<file path="src/rtl/lte_pkg.sv">
// ----------------------------------------------------------------------------
// lte_pkg
// Types, constants and command/status bundles of the line text buffer editor.
// ----------------------------------------------------------------------------
package lte_pkg;

	localparam int LINES  = 64;
	localparam int COLS   = 128;
	localparam int ROW_W  = 6;
	localparam int COL_W  = 7;
	localparam int CNT_W  = 7;
	localparam int ADDR_W = ROW_W + COL_W;

	localparam logic [COL_W-1:0] MAX_LEN    = COL_W'(COLS - 1);
	localparam logic [CNT_W-1:0] LINE_LIMIT = CNT_W'(LINES);
	localparam logic [7:0]       SPACE      = 8'h20;

	localparam logic [2:0] OP_INSERT = 3'd0;
	localparam logic [2:0] OP_DELETE = 3'd1;
	localparam logic [2:0] OP_SPLIT  = 3'd2;
	localparam logic [2:0] OP_MERGE  = 3'd3;
	localparam logic [2:0] OP_READ   = 3'd4;

	typedef struct packed {
		logic [2:0]       req_type;
		logic [7:0]       ch;
		logic [ROW_W-1:0] cursor_row;
		logic [COL_W-1:0] cursor_col;
	} req_t;

	typedef struct packed {
		logic             status;
		logic [ROW_W-1:0] new_row;
		logic [COL_W-1:0] new_col;
		logic [CNT_W-1:0] line_count;
		logic [COL_W-1:0] line_length;
		logic [7:0]       char_out;
	} res_t;

	// controller to datapath
	typedef struct packed {
		logic init_step;
		logic load_req;
		logic look_row;
		logic look_aux;
		logic look_len;
		logic decide;
		logic cp_prime;
		logic cp_move;
		logic wr_ch;
		logic len_a;
		logic len_b;
		logic mp_prime;
		logic mp_move;
		logic mp_last;
		logic finish;
	} cmd_t;

	// datapath to controller
	typedef struct packed {
		logic init_last;
		logic refuse;
		logic is_read;
		logic cp_zero;
		logic cp_one;
		logic do_ch;
		logic do_len_a;
		logic do_len_b;
		logic do_map;
		logic mp_at_end;
		logic mp_near_end;
	} stat_t;

	typedef enum logic [14:0] {
		S_INIT     = 15'b000000000000001,
		S_IDLE     = 15'b000000000000010,
		S_LOOK_ROW = 15'b000000000000100,
		S_LOOK_AUX = 15'b000000000001000,
		S_LOOK_LEN = 15'b000000000010000,
		S_DECIDE   = 15'b000000000100000,
		S_CP_PRIME = 15'b000000001000000,
		S_CP_MOVE  = 15'b000000010000000,
		S_WR_CH    = 15'b000000100000000,
		S_LEN_A    = 15'b000001000000000,
		S_LEN_B    = 15'b000010000000000,
		S_MP_PRIME = 15'b000100000000000,
		S_MP_MOVE  = 15'b001000000000000,
		S_MP_LAST  = 15'b010000000000000,
		S_DONE     = 15'b100000000000000
	} state_t;

endpackage

</file>
<file path="src/rtl/lte_ctrl.sv">
// ----------------------------------------------------------------------------
// lte_ctrl
// Sequencer: clearing pass, lookup, copy loop, length and line map updates.
// ----------------------------------------------------------------------------
module lte_ctrl import lte_pkg::*; (
	input  logic  clk,
	input  logic  arst_n,
	input  logic  start,
	input  stat_t stat,
	output cmd_t  cmd,
	output logic  busy
);

	state_t state_q, state_d;

	always_ff @(posedge clk or negedge arst_n) begin
		if (!arst_n) begin
			state_q <= S_INIT;
		end else begin
			state_q <= state_d;
		end
	end

	function automatic state_t after_len(input stat_t s);
		return s.do_map ? S_MP_PRIME : S_DONE;
	endfunction

	function automatic state_t after_copy(input stat_t s);
		state_t nxt;
		if (s.do_ch) begin
			nxt = S_WR_CH;
		end else if (s.do_len_a) begin
			nxt = S_LEN_A;
		end else begin
			nxt = after_len(s);
		end
		return nxt;
	endfunction

	always_comb begin
		state_d = state_q;
		cmd     = '0;
		case (state_q)
			S_INIT: begin
				cmd.init_step = 1'b1;
				if (stat.init_last) state_d = S_IDLE;
			end
			S_IDLE: begin
				if (start) begin
					cmd.load_req = 1'b1;
					state_d      = S_LOOK_ROW;
				end
			end
			S_LOOK_ROW: begin
				cmd.look_row = 1'b1;
				state_d      = S_LOOK_AUX;
			end
			S_LOOK_AUX: begin
				cmd.look_aux = 1'b1;
				state_d      = S_LOOK_LEN;
			end
			S_LOOK_LEN: begin
				cmd.look_len = 1'b1;
				state_d      = S_DECIDE;
			end
			S_DECIDE: begin
				cmd.decide = 1'b1;
				state_d    = (stat.refuse || stat.is_read) ? S_DONE : S_CP_PRIME;
			end
			S_CP_PRIME: begin
				if (stat.cp_zero) begin
					state_d = after_copy(stat);
				end else begin
					cmd.cp_prime = 1'b1;
					state_d      = S_CP_MOVE;
				end
			end
			S_CP_MOVE: begin
				cmd.cp_move = 1'b1;
				if (stat.cp_one) state_d = after_copy(stat);
			end
			S_WR_CH: begin
				cmd.wr_ch = 1'b1;
				state_d   = S_LEN_A;
			end
			S_LEN_A: begin
				cmd.len_a = 1'b1;
				state_d   = stat.do_len_b ? S_LEN_B : after_len(stat);
			end
			S_LEN_B: begin
				cmd.len_b = 1'b1;
				state_d   = after_len(stat);
			end
			S_MP_PRIME: begin
				if (stat.mp_at_end) begin
					state_d = S_MP_LAST;
				end else begin
					cmd.mp_prime = 1'b1;
					state_d      = S_MP_MOVE;
				end
			end
			S_MP_MOVE: begin
				cmd.mp_move = 1'b1;
				if (stat.mp_near_end) state_d = S_MP_LAST;
			end
			S_MP_LAST: begin
				cmd.mp_last = 1'b1;
				state_d     = S_DONE;
			end
			S_DONE: begin
				cmd.finish = 1'b1;
				state_d    = S_IDLE;
			end
			default: begin
				state_d = S_INIT;
			end
		endcase
	end

	assign busy = (state_q != S_IDLE);

endmodule

</file>
<file path="config.mk">
export PLATFORM = sky130hd
export DESIGN_NAME = lte_ctrl
export DESIGN_NICKNAME = d
export VERILOG_FILES = /design/src/rtl/lte_pkg.sv /design/src/rtl/lte_ctrl.sv
export SDC_FILE = /design/constraint.sdc
export NUM_CORES = 1
export LEC_CHECK = 0
export BUFFER_PORTS_ARGS = -buffer_cell sky130_fd_sc_hd__buf_2
export CORE_MARGIN = 5
export CORE_UTILIZATION = 47
export CTS_BUF_LIST = sky130_fd_sc_hd__clkbuf_4 sky130_fd_sc_hd__clkbuf_8 sky130_fd_sc_hd__clkbuf_16
export CTS_CLUSTER_DIAMETER = 100
export DETAILED_ROUTE_END_ITERATION = 6
export PLACE_DENSITY_LB_ADDON = 0.1
export SYNTH_ARGS = -nofsm -noshare
export SYNTH_HDL_FRONTEND = slang
export SYNTH_SLANG_ARGS = --single-unit
</file>
<file path="constraint.sdc">
create_clock -name clk -period 2.11 [get_ports clk]
set_input_delay 0.1055 -clock clk [delete_from_list [all_inputs] [get_ports clk]]
set_output_delay 0.1055 -clock clk [all_outputs]
set_load 0.01 [all_outputs]
</file>
Yosys cells after proc, flatten, opt, wreduce, memory -nomap -nowiden

Index checks and enable logic that the tools add are counted.

Register bits: 15
Output and inout port bits: 16
Word-level logic and storage cells: 53

Mux-type cells: 30
Reduce and logical (&&, ||, !) cells: 2
Equality and inequality tests: 20

Operator list:

| kind                 | count |
|---|---|
| $pmux 15 s15         | 1 |
| $mux 15              | 10 |
| $mux 1               | 18 |
| $eq 15x1->1 const B  | 1 |
| $eq 15x10->1 const B | 1 |
| $eq 15x11->1 const B | 1 |
| $eq 15x12->1 const B | 1 |
| $eq 15x13->1 const B | 1 |
| $eq 15x14->1 const B | 1 |
| $eq 15x15->1 const B | 1 |
| $eq 15x2->1 const B  | 1 |
| $eq 15x3->1 const B  | 1 |
| $eq 15x4->1 const B  | 1 |
| $eq 15x5->1 const B  | 1 |
| $eq 15x6->1 const B  | 1 |
| $eq 15x7->1 const B  | 1 |
| $eq 15x8->1 const B  | 1 |
| $eq 15x9->1 const B  | 1 |
| $ne 15x2->1 const B  | 1 |
| $mux 14              | 1 |
| $ne 2x2->1 const B   | 4 |
| $reduce_and 4->1     | 1 |
| $logic_or 1x1->1     | 1 |

Longest topological paths before layout

Depth after elaboration: 5
Gate-level depth with buffers: 7
Mapped depth without buffers: 5

Least setup slack after synthesis

No wires, ideal clock.

Kind: register to register
From: register state_q[4]
To: register state_q[9]
Path slack: 82 ps
Stages on the path, launching flop included: 8
Required time: 1991 ps
Clock period less this slack: 2028 ps
Arrival: 1909 ps
Library setup time: 119 ps
Path through: dfrtp_1 buf_6 or4_4 buf_6 nor4_4 nand3b_2 o211ai_4 o21ba_1

Cells in the longest elaborated chain, start to end: 3

Ends and longest elaborated chain:

| item                                      | RTL line       | text |
|---|---|---|
| start, declared                           | lte_ctrl.sv:14 | `state_t state_q, state_d;` |
| start signal, assigned                    | lte_ctrl.sv:20 | `state_q <= state_d;` |
| $eq 15x1->1, or another cell as far along | lte_ctrl.sv:43 | `case (state_q)` |
| $ne 2x2->1 (no source line)               | --             |  |
| $reduce_and 4->1 (no source line)         | --             |  |

Parallel ways exist; a longest one is shown, timed or not.
A chain may end at the register's enable or synchronous reset.

==> results.sh <==
export IMPL_status="complete, but fails checks"
export IMPL_violations="setup timing"
export IMPL_cts_sinks=15
export IMPL_gp_congestion=0.8790
export IMPL_largest_reg_flops=15
export IMPL_cts_buffers=3
export IMPL_grt_ovfl_total=0
export IMPL_power_mw=1.191
export IMPL_met2_usage_pct=36.03
export IMPL_start_util_pct=48.99
export IMPL_switching_power_mw=0.4967
export IMPL_swShare_pct=41.71
export IMPL_hold_class="input port to flop"
export IMPL_synth_edf_count=0
export IMPL_dp_hpwl_mm=2.511
export IMPL_syn_inst=132
export IMPL_worstPathRequired_ns=2.00
export IMPL_clk_path_buf_depth=2
export IMPL_fin_worst_skew_ns=0.002238
export IMPL_grt_pass1_wl_mm=5.533
export IMPL_yosys_top_cells_count="nor2_1, dfrtp_1, nor3_1"
export IMPL_combinationalPowerShare_pct=55.3
export IMPL_ios=30
export IMPL_syn_nets=146
export IMPL_final_antenna_net_count=0
export IMPL_antenna_found_initial=0
export IMPL_peakVddDrop_uv=713.1
export IMPL_drcViolationCount=0
export IMPL_slew_viol_final=0
export IMPL_ys_types=45
export IMPL_synth_area_top_cells="dfrtp_1, nor2_1, clkbuf_8"
export IMPL_synth_most_common_cell="nor2_1"
export IMPL_reg_top3="state_q (15)"
export IMPL_detail_route_vias_per_cell=5.656
export IMPL_cts_root_buf="clkbuf_4"
export IMPL_regMostFlops="state_q"
export IMPL_relSlewSlack_pct=66.93
export IMPL_period_share_pct=101.7
export IMPL_wl_mm=3.529
export IMPL_final_hold_viol_count=0
export IMPL_fin_crit_ns=2.146
export IMPL_startpoint_type="flop"
export IMPL_area_delta_synth_final_pct=37.11
export IMPL_die_area_um2=3698
export IMPL_io_buffers=29
export IMPL_fin_ws_ns=-0.03621
export IMPL_grtUsageMet1_pct=25.19
export IMPL_critPathKind="flop to output pin"
export IMPL_syn_avg_cell_area_um2=9.194
export IMPL_drt_first_pass_iters=4
export IMPL_setup_worst_path_end_class="output pin"
export IMPL_grt_usage_pct=20.06
export IMPL_clkTransAtPathRegs_ns=0.10
export IMPL_synthesis_area_um2=1214
export IMPL_fin_setup_tns_ns=-0.06439
export IMPL_synth_top_area_cell="dfrtp_1"
export IMPL_rsz0062_at_grt="yes"
export IMPL_power_density_nw_per_um2=715.6
export IMPL_h_tree_depth=1
export IMPL_drive_above_1_share_pct=49.19
export IMPL_grtUsageMet3_pct=2.979
export IMPL_synthFlopType="dfrtp_1"
export IMPL_crit_fanout=4
export IMPL_p_int_mw=0.6941
export IMPL_clk_latency_ns=0.29
export IMPL_wl_per_cell_um=16.41
export IMPL_clkPwrFrac_pct=14.9
export IMPL_grt_start_max_net_pins=16
export IMPL_ys_seq_area_share_pct=31.03
export IMPL_num_vias=1216
export IMPL_worst_slew_pin_slew_ns=0.4927
export IMPL_seq_power_share_pct=29.8
export IMPL_gr_max_usage_layer="met2"
export IMPL_synth_seq_cells=15
export IMPL_synth_warnings=0
export IMPL_grt_pass1_vias=1171
export IMPL_setup_viol=2
export IMPL_utilization_pct=67.17
export IMPL_n_antenna_cell=0
export IMPL_critPathArrivalTime_ns=2.04
export IMPL_rows=18
export IMPL_tritoncts="yes"
export IMPL_cap_viol_max_count=0
export IMPL_synth_top_area_share_pct=28.87
export IMPL_fp_dieW_um=60.82
export IMPL_fmax_ghz=0.4659
export IMPL_ys_async_sr_fraction_pct=100.0
export IMPL_coreArea_um2=2477
export IMPL_fin_nets=200
export IMPL_p_leak_nw=0.8263
export IMPL_drtIter0Drc=90
export IMPL_die_h_um=60.82
-- through the flow --
step	instances	hold WS, ns	instance area, µm²	setup WS, ns
after floorplan	132	-0.1901	1214	0.08165
after global placement	197	0.03330	1416	0.1155
after detailed placement	197	0.03717	1416	0.07745
after CTS	212	0.001847	1550	-0.0009659
after global routing	215	0.02001	1664	-0.1322
final	215	0.007556	1664	-0.03621
-- timing repair --
item	4_1_cts	5_1_grt
hold buffers	4	0
endpoints found under the setup margin	4	14
gates cloned	0	0
buffers inserted	7	4
resized for setup	3	18
hold endpoints to repair	16	0
pin swaps	5	11
-- logic make-up (layout without fill, tap and decap cells) --
| family | count (synthesis) | after routing | synth area share, % |
|---|---|---|---|
| flops | 15 | 15 | 31.03 |
| compound gates | 19 | 19 | 12.17 |
| simple gates | 79 | 79 | 44.02 |
| buf+inv | 14 | 67 | 9.175 |
| xor+xnor | 5 | 5 | 3.608 |
-- power groups by stage --
| stage | logic, mW | registers [mW] | clock network [mW] |
|---|---|---|---|
| detailed placement | 0.508 | 0.357 | 0 |
| CTS | 0.553 | 0.353 | 0.179 |
| finish | 0.659 | 0.355 | 0.177 |
| global placement | 0.498 | 0.357 | 0 |
| global route | 0.712 | 0.356 | 0.195 |
| floorplan | 0.385 | 0.340 | 0 |
-- critical path, stage by stage, from the launching register on --
cell	delay [ns]
dfrtp_1	0.44
or4_4	0.59
nor3_4	0.26
nand2_2	0.09
nor3b_2	0.20
buf_2	0.16
-- area by class of cell --
cell class / instances / area, µm²
Tap cell: 30 / 37.54
Timing Repair Buffer: 58 / 385.4
Sequential cell: 15 / 377.9
Inverter: 5 / 18.77
Clock buffer: 3 / 22.52
Fill cell: 216 / 813.3
Clock inverter: 1 / 5.005
Multi-Input combinational cell: 103 / 817.0
-- layer usage --
metal | up-vias | wire (µm)
met5 | - | 0
met3 | 2 | 264
li1 | 596 | -
met1 | 573 | 1436
met2 | 45 | 1808
met4 | 0 | 19
-- layout by cell type (no fill, tap or decap), drive strengths merged, types with 4 or more instances in the layout --
master and count:
nor2 15, dfrtp 14, buf 54, nor4 9, nor3 10, nand2b 4
o21ai 6, nor3b 8, dlygate4sd3 4, xor2 4, inv 5, nand2 5
or3 4, nand3 5
-- path summary, 6_finish.rpt --
check                                start  slack (ns)  cells past startpoint          end
worst max-delay path            state_q[1]       -0.04                      5       cmd[6]
worst min-delay path               stat[1]       0.008                      2  state_q[12]
worst max register to register  state_q[5]        0.07                      5   state_q[9]
worst min register to register  state_q[7]        0.58                      1   state_q[5]
max in group asynchronous           arst_n        1.56                      2   state_q[0]
min in group asynchronous           arst_n        0.24                      2   state_q[6]
No activity file was read; power rests on OpenSTA's default activity.
